--- config.mk ---
export PLATFORM = sky130hd
export DESIGN_NAME = cop_ctrl
export DESIGN_NICKNAME = d
export VERILOG_FILES = /design/src/rtl/core/cop_pkg.sv /design/src/rtl/core/cop_ctrl.sv
export SDC_FILE = /design/constraint.sdc
export NUM_CORES = 1
export LEC_CHECK = 0
export BUFFER_PORTS_ARGS = -buffer_cell sky130_fd_sc_hd__buf_2
export CORE_AREA = 2 2 39 41
export DETAILED_ROUTE_END_ITERATION = 6
export DIE_AREA = 0 0 41 43
export RECOVER_POWER = 25
export REMOVE_ABC_BUFFERS = 1
export SLEW_MARGIN = 0
export SYNTH_ARGS = -nofsm -noshare
export SYNTH_HDL_FRONTEND = slang
export SYNTH_SLANG_ARGS = --single-unit
--- constraint.sdc ---
create_clock -name clk -period 1.75 [get_ports clk]
set_input_delay 0.4375 -clock clk [delete_from_list [all_inputs] [get_ports clk]]
set_output_delay 0.4375 -clock clk [all_outputs]
set_load 0.02 [all_outputs]
--- src/rtl/core/cop_pkg.sv ---
// Shared types and constants for the cascaded one-pole lowpass filter bank.
`timescale 1ns / 1ps
`default_nettype none

package cop_pkg;

  localparam int SAMPLE_BITS    = 24;
  localparam int COEF_FRAC_BITS = 18;
  localparam int LANE_BITS      = 2;
  localparam int CHANNEL_BITS   = 4;
  localparam int ORDER_BITS     = 3;

  typedef struct packed {
    logic [LANE_BITS-1:0]          lane;
    logic [CHANNEL_BITS-1:0]       channel;
    logic signed [SAMPLE_BITS-1:0] sample_in;
    logic [COEF_FRAC_BITS-1:0]     pole_coef;
  } cop_in_t;

  typedef struct packed {
    logic [LANE_BITS-1:0]          out_lane;
    logic [CHANNEL_BITS-1:0]       out_channel;
    logic signed [SAMPLE_BITS-1:0] sample_out;
  } cop_out_t;

  typedef enum logic [1:0] {
    ST_CLEAR,
    ST_IDLE,
    ST_RUN,
    ST_FINISH
  } cop_state_t;

  typedef struct packed {
    logic clr_step;
    logic load;
    logic step;
    logic emit;
  } cop_cmd_t;

  typedef struct packed {
    logic clr_last;
    logic run_last;
    logic in_range;
    logic out_free;
  } cop_stat_t;

endpackage

`default_nettype wire

--- src/rtl/core/cop_ctrl.sv ---
// Sequencing state machine for the filter bank: memory clear, accept, section run, result.
`timescale 1ns / 1ps
`default_nettype none

module cop_ctrl
  import cop_pkg::*;
(
  input  wire logic      clk,
  input  wire logic      rst,
  input  wire logic      in_valid,
  output logic           in_ready,
  input  wire cop_stat_t stat,
  output cop_cmd_t       cmd
);

  cop_state_t state;
  cop_state_t state_next;

  always_ff @(posedge clk) begin
    if (rst) begin
      state <= ST_CLEAR;
    end else begin
      state <= state_next;
    end
  end

  always_comb begin
    state_next   = state;
    cmd          = '0;
    in_ready     = 1'b0;
    unique case (state)
      ST_CLEAR: begin
        cmd.clr_step = 1'b1;
        if (stat.clr_last) begin
          state_next = ST_IDLE;
        end
      end
      ST_IDLE: begin
        in_ready = 1'b1;
        if (in_valid) begin
          cmd.load   = 1'b1;
          state_next = ST_RUN;
        end
      end
      ST_RUN: begin
        if (!stat.in_range) begin
          state_next = ST_FINISH;
        end else begin
          cmd.step = 1'b1;
          if (stat.run_last) begin
            state_next = ST_FINISH;
          end
        end
      end
      ST_FINISH: begin
        if (stat.out_free) begin
          cmd.emit   = 1'b1;
          state_next = ST_IDLE;
        end
      end
      default: begin
        state_next = ST_CLEAR;
      end
    endcase
  end

endmodule

`default_nettype wire

==> impl_results.md, run 1 <==
- Status: finished clean
- Met2 usage: 0.08438
- Num CTS Buffers: 3
- Vias/cell: approximately 3.5
- Flop-to-flop setup slack: approximately 0.10 ns
- Mean routed wirelength per cell: 7.981 µm
- Vias in the first global route: 193
- Hold Crit Endpoint: state[1]$_SDFFE_PP0P_
- Hpwl dp: 363.5 µm
- CP startpoint kind: register
- Critical Path RT: 1.31 ns
- Layout net count: 51
- Mapped Cells: 23
- Hold Vio Cnt, Final: 0
- Horiz. Die Dim: just over 40 µm
- Peak VDD IR: about 0.00048 V
- Diodes inserted: 0
- Pin count of the biggest net entering global routing: 5
- Final min period: 1.660 ns
- First-pass GRT wire length: 669 µm
- Hold Path Origin: state[1]$_SDFFE_PP0P_
- Worst-Skew Late Latency: 0.23 ns
- Total core area: 1384 µm²
- Setup Buffers After CTS: 0
- Sequential area share after synthesis: 0.1684
- Total power: 506.2 µW
- Final slew viol count: 0
- Core Rows: 14
- DP Area: about 310 µm²
- TNS Setup: 0 ns
- Iter 0 DRT Violations: 1
- Most used routing layer: met2
- Met3 usage: 0.07853
- CTS max path bufs: 2
- Hold Crit Class: register to register
- Final Skew: 0.005065 ns
- Synthesis-stage register bit count: 2
- Fmax: 0.6023 GHz
- Final period util: 0.9488
- Met1 global-route usage: 0.05096
- Measured slew at the worst slew-check pin: 0.3468 ns
- 1st-pass router iterations: 2
- Clock Tree Root: clkbuf_4
- Post-CTS Resized: 0
- Synth warn: 0
- Post-Synth Adder-Cell Area: 0.2632
- Most common cell in the netlist: ha_1
- DRC viols: 0
- Initial antenna violation count: 0
- Syn avg cell area: 10.34 µm²
- IO buf count: 11
- Worst R2R Start: state[0]$_SDFFE_PP0P_
- Synth area leader: ha_1
- CTS tree: done
- Crit-path max FO: 4
- Worst-case reg-to-reg path depth: 5
- Total track usage: 0.06406
- Routed via count: 188
- RSZ-0062 raised after global routing: false
- Biggest register: state
- Layout cell share with drive strength beyond 1: 0.4865
- Count of final setup violators: 0
- Mux contribution to synthesized area: 0.1053
- Max reg flops: 2
- Initial Util: 0.1718
- Die Y: 43 µm
- Syn Std Cell Area: 237.7 µm²
- Commonest cells in the netlist: ha_1 (5), inv_1 (3)
- Largest family of logic cells by synthesized area: simple AND/OR/NAND/NOR gates
- Synth top area share: 0.2632
- Synth unique cells: 13
- Top Registers: state: 2 flops
- Grt total ovfl: 0
- Post-synth EDFFs: 0
- Power Density: 1515 nW/µm²
- I/O pin total: 12
- Slew Limit Headroom: 0.7688
- Synth-to-Final Area Change: 40.53%
- Static Leak: 0.1760 nW
- Routed wire length: 423 µm
- Post-Layout Inst Area: 334.1 µm²
- Hold_buf cts: 0
- WHS Path Cells: 2
- Synth Area in XOR/XNOR: 0
- Worst setup path class: register to output pin
- Fillers: 158
- WP data arrival: about 1.2 ns
- Ys async rst share: 0
- Die ar.: 1763 µm²
- Crit. End Element: output pin
- GPL Wtd Cong: 0.5926
- R2r endpoint: state[0]$_SDFFE_PP0P_
- Detail Route Antenna Nets: 0
- H-tree depth: 1
- Util after Layout: 0.2414
- Complex-gate fraction of the synthesized area: 0.1158
- Clock Sinks: 2
- Primary FF master, synth: dfxtp_1
- Synth Area in Simple Gates: 0.3000
- Max Cap Viol: 0
- CTS clock-pin slew for the worst setup and hold paths: 0.03 ns
- Synth area leaders: ha_1 (26%), dfxtp_1 (17%), a2111oi_4 (12%)
## critical path, cell delays in order (launching register included)
cell     delay [ns]
dfxtp_1        0.38
inv_1          0.10
ha_1           0.20
and2_4         0.16
buf_2          0.15
## worst max-delay path by stage
stage | from | cells past startpoint | end
floorplan | state[1]$_SDFFE_PP0P_ | 5 | state[0]$_SDFFE_PP0P_
global placement | state[0]$_SDFFE_PP0P_ | 5 | state[0]$_SDFFE_PP0P_
detailed placement | state[0]$_SDFFE_PP0P_ | 5 | state[0]$_SDFFE_PP0P_
CTS | state[0]$_SDFFE_PP0P_ | 5 | state[0]$_SDFFE_PP0P_
global route | state[0]$_SDFFE_PP0P_ | 5 | state[0]$_SDFFE_PP0P_
finish | state[0]$_SDFFE_PP0P_ | 4 | cmd[1]
## area by class of cell
| class | instances | area (µm²) | share of cell area |
|---|---|---|---|
| Clock buffer | 3 | 22.52 | 0.06742 |
| Sequential cell | 2 | 40.04 | 0.1199 |
| Inverter | 3 | 11.26 | 0.03371 |
| Tap cell | 16 | 20.02 | 0.05993 |
| Timing Repair Buffer | 11 | 53.80 | 0.1610 |
| Multi-Input combinational cell | 18 | 186.4 | 0.5581 |
## layout by cell type (no fill, tap or decap), drive strengths merged
cell type | synthesis | layout
nor2 | 2 | 2
mux2i | 1 | 1
and2 | 3 | 3
inv | 3 | 3
and2b | 2 | 2
a2111oi | 1 | 1
buf | 0 | 10
ha | 5 | 5
dfxtp | 2 | 2
nor2b | 1 | 1
nand2b | 2 | 2
clkbuf | 0 | 4
mux2 | 1 | 1
## kinds of logic (layout without fill, tap and decap cells)
group / Yosys count / after routing
buf+inv: 3 / 17
compound gates: 1 / 1
mux: 2 / 2
simple gates: 10 / 10
fa+ha+maj: 5 / 5
flops: 2 / 2
## stage by stage
| step | cells | hold WS, ns | setup slack, ns |
|---|---|---|---|
| 2_1_floorplan | 23 | 0.4807 | 0.09092 |
| 3_3_place_gp | 50 | 0.5098 | 0.06069 |
| 3_5_place_dp | 50 | 0.5149 | 0.01709 |
| 5_1_grt | 53 | 0.5634 | 0.005538 |
| 6_report | 53 | 0.5130 | 0.08960 |
| 4_1_cts | 53 | 0.5207 | 0.01267 |
## routing by layer
layer / vias to the layer above / wire length [µm]
met5: - / 0
met4: 0 / 0
met3: 0 / 67
met2: 10 / 177
met1: 78 / 178
li1: 100 / -
## power by group
part | total, mW | leakage (nW) | switching, mW | internal (mW)
Sequential | 0.0922 | 0.0166 | 0.0234 | 0.0688
Combinational | 0.311 | 0.146 | 0.162 | 0.149
Clock | 0.103 | 0.0138 | 0.0269 | 0.0757
Total | 0.506 | 0.176 | 0.212 | 0.294
(Power assumes the default switching activity.)
==> inputs of run 2 (changes only) <==
- RECOVER_POWER: 25 -> 50
==> impl_results.md, run 2 (synthesis gave the netlist of run 1 again) <==
- Status: finished clean (unchanged)
- IO buf count: 11 (unchanged)
- PnR worst setup slack: 0.08960 ns (unchanged)
- Slew Limit Headroom: 0.7688 (unchanged)
- Post-Layout Inst Area: 331.6 µm² (was 334.1 µm²)
- CP startpoint kind: register (unchanged)
- H-tree depth: 1 (unchanged)
- RSZ-0062 raised after global routing: false (unchanged)
- R2r endpoint: state[0]$_SDFFE_PP0P_ (unchanged)
- Biggest register: state (unchanged)
- Horiz. Die Dim: 41 µm (unchanged)
- Worst-Skew Late Latency: 0.23 ns (about the same)
- Fmax: 0.6023 GHz (unchanged)
- Clock Tree Root: clkbuf_4 (unchanged)
- CTS clock-pin slew for the worst setup and hold paths: 0.03 ns (about the same)
- Crit. End Element: output pin (unchanged)
- Die ar.: 1763 µm² (unchanged)
- Iter 0 DRT Violations: 1 (unchanged)
- Setup crit start: state[0]$_SDFFE_PP0P_ (unchanged)
- Total power: 500.3 µW (was 506.2 µW)
- DP Area: 312.8 µm² (unchanged)
- Count of final setup violators: 0 (unchanged)
- 1st-pass router iterations: 2 (unchanged)
- Worst R2R Start: state[0]$_SDFFE_PP0P_ (unchanged)
- Hold Vio Cnt, Final: 0 (unchanged)
- Static Leak: 0.1701 nW (was 0.1760 nW)
- First-pass GRT wire length: 669 µm (unchanged)
- Total core area: 1384 µm² (unchanged)
- Peak VDD IR: 0.0004783 V (was 0.0004815 V)
- Placement Setup Slack: 0.01709 ns (unchanged)
- GPL Wtd Cong: 0.5926 (unchanged)
- Die Y: 43 µm (unchanged)
- Max reg flops: 2 (unchanged)
- Hold Crit Class: register to register (unchanged)
- Most frequent cells in the layout: buf_2 (8), ha_1 (5), inv_1 (3), clkbuf_4 (3), clkbuf_1 (3) (was buf_2 (10), ha_1 (5), inv_1 (3), clkbuf_4 (3))
- DRC viols: 0 (unchanged)
- Post-CTS Resized: 0 (unchanged)
- Final Skew: 0.005065 ns (unchanged)
- Num CTS Buffers: 3 (unchanged)
- Clock Sinks: 2 (unchanged)
- WP data arrival: 1.22 ns (about the same)
- Layout cell share with drive strength beyond 1: 0.4324 (was 0.4865)
- Hpwl dp: 363.5 µm (unchanged)
- Grt total ovfl: 0 (unchanged)
- Vias/cell: 3.547 (unchanged)
- Flop-to-flop setup slack: 0.10 ns (about the same)
- TNS Setup: 0 ns (unchanged)
- Pin count of the biggest net entering global routing: 5 (unchanged)
- Hold Crit Endpoint: state[1]$_SDFFE_PP0P_ (unchanged)
- Final min period: 1.660 ns (unchanged)
- Mean routed wirelength per cell: 8.038 µm (was 7.981 µm)
- Diodes inserted: 0 (unchanged)
- Crit-path max FO: 4 (unchanged)
- WHS Path Cells: 2 (unchanged)
- Max Cap Viol: 0 (unchanged)
- Final slew viol count: 0 (unchanged)
- Initial antenna violation count: 0 (unchanged)
- Power Density: 1509 nW/µm² (was 1515 nW/µm²)
- Final period util: 0.9488 (unchanged)
- Worst-case reg-to-reg path depth: 5 (unchanged)
- Detail Route Antenna Nets: 0 (unchanged)
- CTS max path bufs: 2 (unchanged)
- Hold_buf cts: 0 (unchanged)
- Critical Path RT: 1.31 ns (about the same)
- Setup Buffers After CTS: 0 (unchanged)
- Layout net count: 51 (unchanged)
- Routed via count: 188 (unchanged)
- Top Registers: state: 2 flops (unchanged)
- I/O pin total: 12 (unchanged)
- Total track usage: 0.06406 (unchanged)
- Vias in the first global route: 193 (unchanged)
- Core Rows: 14 (unchanged)
- Worst hold slack: 0.5130 ns (unchanged)
- Synth-to-Final Area Change: 39.47% (was 40.53%)
- Measured slew at the worst slew-check pin: 0.3468 ns (unchanged)
- Hold Path Origin: state[1]$_SDFFE_PP0P_ (unchanged)
- Commonest non-fill, non-tap cell in the layout: buf_2 (unchanged)
- CTS tree: done (unchanged)
- Routed wire length: 426 µm (was 423 µm)
- Initial Util: 0.1718 (unchanged)
- Worst setup path class: register to output pin (unchanged)
==> run 2: cell count changes in the layout (fill, tap and decap cells not counted), sizes merged <==
cell	previous run	this run
buf	10	8
clkbuf	4	6
==> run 2: worst max-delay path, stage by stage, from the launching register on <==
cell and delay, ns:
dfxtp_1 0.38, inv_1 0.10, ha_1 0.20, and2_4 0.16, buf_2 0.15
==> run 2: metal layers <==
metal | wire, µm | GRT usage | part of all wire | vias to the layer above
li1 | - | - | - | 100
met1 | 180 | 0.05096 | 0.42 | 78
met2 | 177 | 0.08438 | 0.42 | 10
met3 | 69 | 0.07853 | 0.16 | 0
met4 | 0 | 0.04000 | 0 | 0
met5 | 0 | 0 | 0 | -
==> run 2: report_power, final <==
part | internal [mW] | switching, mW
registers | 0.0688 | 0.0234
logic | 0.142 | 0.163
clock network | 0.0757 | 0.0269
==> run 2: through the flow <==
| step | cells | utilization |
|---|---|---|
| floorplan | 23 | - |
| global placement | 50 | 0.2260 |
| detailed placement | 50 | 0.2260 |
| CTS | 53 | 0.2423 |
| global route | 53 | 0.2396 |
| finish | 53 | 0.2396 |
==> run 2: worst max path at each step <==
stage / end / cells past startpoint
5_1_grt: state[0]$_SDFFE_PP0P_ / 5
2_1_floorplan: state[0]$_SDFFE_PP0P_ / 5
3_3_place_gp: state[0]$_SDFFE_PP0P_ / 5
6_report: cmd[1] / 4
3_5_place_dp: state[0]$_SDFFE_PP0P_ / 5
4_1_cts: state[0]$_SDFFE_PP0P_ / 5
==> run 2: layout make-up <==
type | instances | area, µm²
clock buffer | 3 | 22.52
sequential | 2 | 40.04
tap | 16 | 20.02
fill | 159 | 1052
inverter | 3 | 11.26
multi-input combinational | 18 | 186.4
timing repair buffer | 11 | 51.30
==> inputs of run 3 (changes only) <==
- BUFFER_PORTS_ARGS: -buffer_cell sky130_fd_sc_hd__buf_2 -> -buffer_cell sky130_fd_sc_hd__clkbuf_2
- PLACE_DENSITY: default -> 0.49
==> impl_results.md, run 3 (synthesis gave the netlist of run 1 again) <==
- Status: finished clean (unchanged)
- Register area: 40.04 µm² (unchanged)
- Setup Buffers After CTS: 0 (unchanged)
- Crit path max-delay cell type: a2111oi_4 (was dfxtp_1)
- GPL Wtd Cong: 0.7436 (was 0.5926)
- Crit. End Element: register (was output pin)
- First-pass GRT wire length: 655 µm (was 669 µm)
- Iter 0 DRT Violations: 0 (was 1)
- Vias in the first global route: 182 (was 193)
- 1st-pass router iterations: 1 (was 2)
- Final min period: 1.629 ns (was 1.660 ns)
- RSZ-0062 raised after global routing: false (unchanged)
- Post-CTS Resized: 0 (unchanged)
- DRC viols: 0 (unchanged)
- Max reg flops: 2 (unchanged)
- Commonest non-fill, non-tap cell in the layout: clkbuf_2 (was buf_2)
- Layout net count: 52 (was 51)
- Clock Sinks: 2 (unchanged)
- CTS tree: done (unchanged)
- Power Density: 1535 nW/µm² (was 1509 nW/µm²)
- Core Rows: 14 (unchanged)
- CP startpoint kind: register (unchanged)
- Fillers: 157 (was 159)
- Total core area: 1384 µm² (unchanged)
- Layout cell share with drive strength beyond 1: 0.4474 (was 0.4324)
- Pin count of the biggest net entering global routing: 5 (unchanged)
- Final slew viol count: 0 (unchanged)
- Biggest register: state (unchanged)
- CP peak stage delay: 0.39 ns (was 0.38 ns)
- Worst setup path class: register to register (was register to output pin)
- Synth-to-Final Area Change: 42.63% (was 39.47%)
- H-tree depth: 1 (unchanged)
- Routed via count: 197 (was 188)
- Vias/cell: 3.648 (was 3.547)
- Post-Layout Inst Area: 339.1 µm² (was 331.6 µm²)
- Num CTS Buffers: 3 (unchanged)
- Multi-input logic area: 186.4 µm² (unchanged)
- Max Cap Viol: 0 (unchanged)
- Top Registers: state: 2 flops (unchanged)
- Fmax: 0.6137 GHz (was 0.6023 GHz)
- Critical Path RT: 1.86 ns (was 1.31 ns)
- I/O pin total: 12 (unchanged)
- Measured slew at the worst slew-check pin: 0.3194 ns (was 0.3468 ns)
- Routed wire length: 484 µm (was 426 µm)
- Static Leak: 0.1748 nW (was 0.1701 nW)
- CTS clock-pin slew for the worst setup and hold paths: 0.03 ns (about the same)
- Hold Crit Class: register to register (unchanged)
- Grt total ovfl: 0 (unchanged)
- Die ar.: 1763 µm² (unchanged)
- CP Buf/Inv Count: 1 (was 2)
- Initial Util: 0.1718 (unchanged)
- Mean routed wirelength per cell: 8.963 µm (was 8.038 µm)
- Peak VDD IR: 0.0006891 V (was 0.0004783 V)
- Final period util: 0.9311 (was 0.9488)
- Final Skew: 0.001278 ns (was 0.005065 ns)
- IO buf count: 11 (unchanged)
- Most frequent cells in the layout: clkbuf_2 (8), ha_1 (5), inv_1 (3), clkbuf_4 (3), clkbuf_1 (3) (was buf_2 (8), ha_1 (5), inv_1 (3), clkbuf_4 (3), clkbuf_1 (3))
- Horiz. Die Dim: 41 µm (unchanged)
- Crit-path max FO: 3 (was 4)
- CTS max path bufs: 2 (unchanged)
- Worst path cell trace: inv_1 > ha_1 > and2_4 > a2111oi_4 > mux2_4 (was inv_1 > ha_1 > and2_4 > buf_2)
- DP Area: 320.3 µm² (was 312.8 µm²)
- Die Y: 43 µm (unchanged)
- Initial antenna violation count: 0 (unchanged)
- Clock Tree Root: clkbuf_4 (unchanged)
- Critical path's top delay family: compound AO/OA/AOI/OAI gates (was flip-flops)
- TNS Setup: 0 ns (unchanged)
- WP data arrival: 1.74 ns (was 1.22 ns)
- Diodes inserted: 0 (unchanged)
- Detail Route Antenna Nets: 0 (unchanged)
- Total track usage: 0.06413 (was 0.06406)
- Count of final setup violators: 0 (unchanged)
- Worst-Skew Late Latency: 0.22 ns (was 0.23 ns)
- Slew Limit Headroom: 0.7871 (was 0.7688)
- Hold Vio Cnt, Final: 0 (unchanged)
- Hold_buf cts: 0 (unchanged)
-- run 3: changes by cell type in the layout (fill, tap and decap cells not counted) --
| cell | delta |
|---|---|
| buf_2 | -8 |
| clkbuf_2 | +8 |
| buf_4 | +1 |
-- run 3: through the flow --
stage	power (mW)	setup WS, ns	hold WS [ns]	cells	utilization
finish	0.5203	0.1206	0.5201	54	0.2450
global route	0.5706	0.03272	0.5652	54	0.2450
CTS	0.5425	0.1142	0.5247	54	0.2477
detailed placement	0.4349	0.1172	0.5141	51	0.2315
global placement	0.4293	0.1279	0.5190	51	0.2315
floorplan	0.3435	0.09092	0.4807	23	-
-- run 3: worst register-to-register path: stages, from the launching register on --
cell	delay (ns)
dfxtp_1	0.33
inv_1	0.08
ha_1	0.21
and2_4	0.17
a2111oi_4	0.39
mux2_4	0.33
-- run 3: final cells by class --
type                    count  area share
clock buffers               3     0.06642
well taps                  16     0.05904
repair buffers             12      0.1734
flip-flops and latches      2      0.1181
inverters                   3     0.03321
multi-input cells          18      0.5498
-- run 3: layer usage --
metal | vias up | wire length (µm) | track usage | share of wire
li1 | 103 | - | - | -
met1 | 80 | 232 | 0.06390 | 0.48
met2 | 14 | 168 | 0.07188 | 0.35
met3 | 0 | 83 | 0.07853 | 0.17
met4 | 0 | 0 | 0.04000 | 0
met5 | - | 0 | 0 | 0
-- run 3: power breakdown --
part,total [mW],switching (mW),internal [mW]
logic,0.335,0.178,0.157
clock network,0.0991,0.0237,0.0754
registers,0.0863,0.0175,0.0688
total,0.520,0.220,0.301
-- run 3: final timing paths --
kind                                       startpoint                    end  slack [ns]  depth (start not counted)
worst max-delay path            state[0]$_SDFFE_PP0P_  state[0]$_SDFFE_PP0P_        0.12                          5
worst min-delay path            state[1]$_SDFFE_PP0P_  state[1]$_SDFFE_PP0P_        0.52                          2
worst max register to register  state[0]$_SDFFE_PP0P_  state[0]$_SDFFE_PP0P_        0.12                          5
worst min register to register  state[1]$_SDFFE_PP0P_  state[1]$_SDFFE_PP0P_        0.52                          2
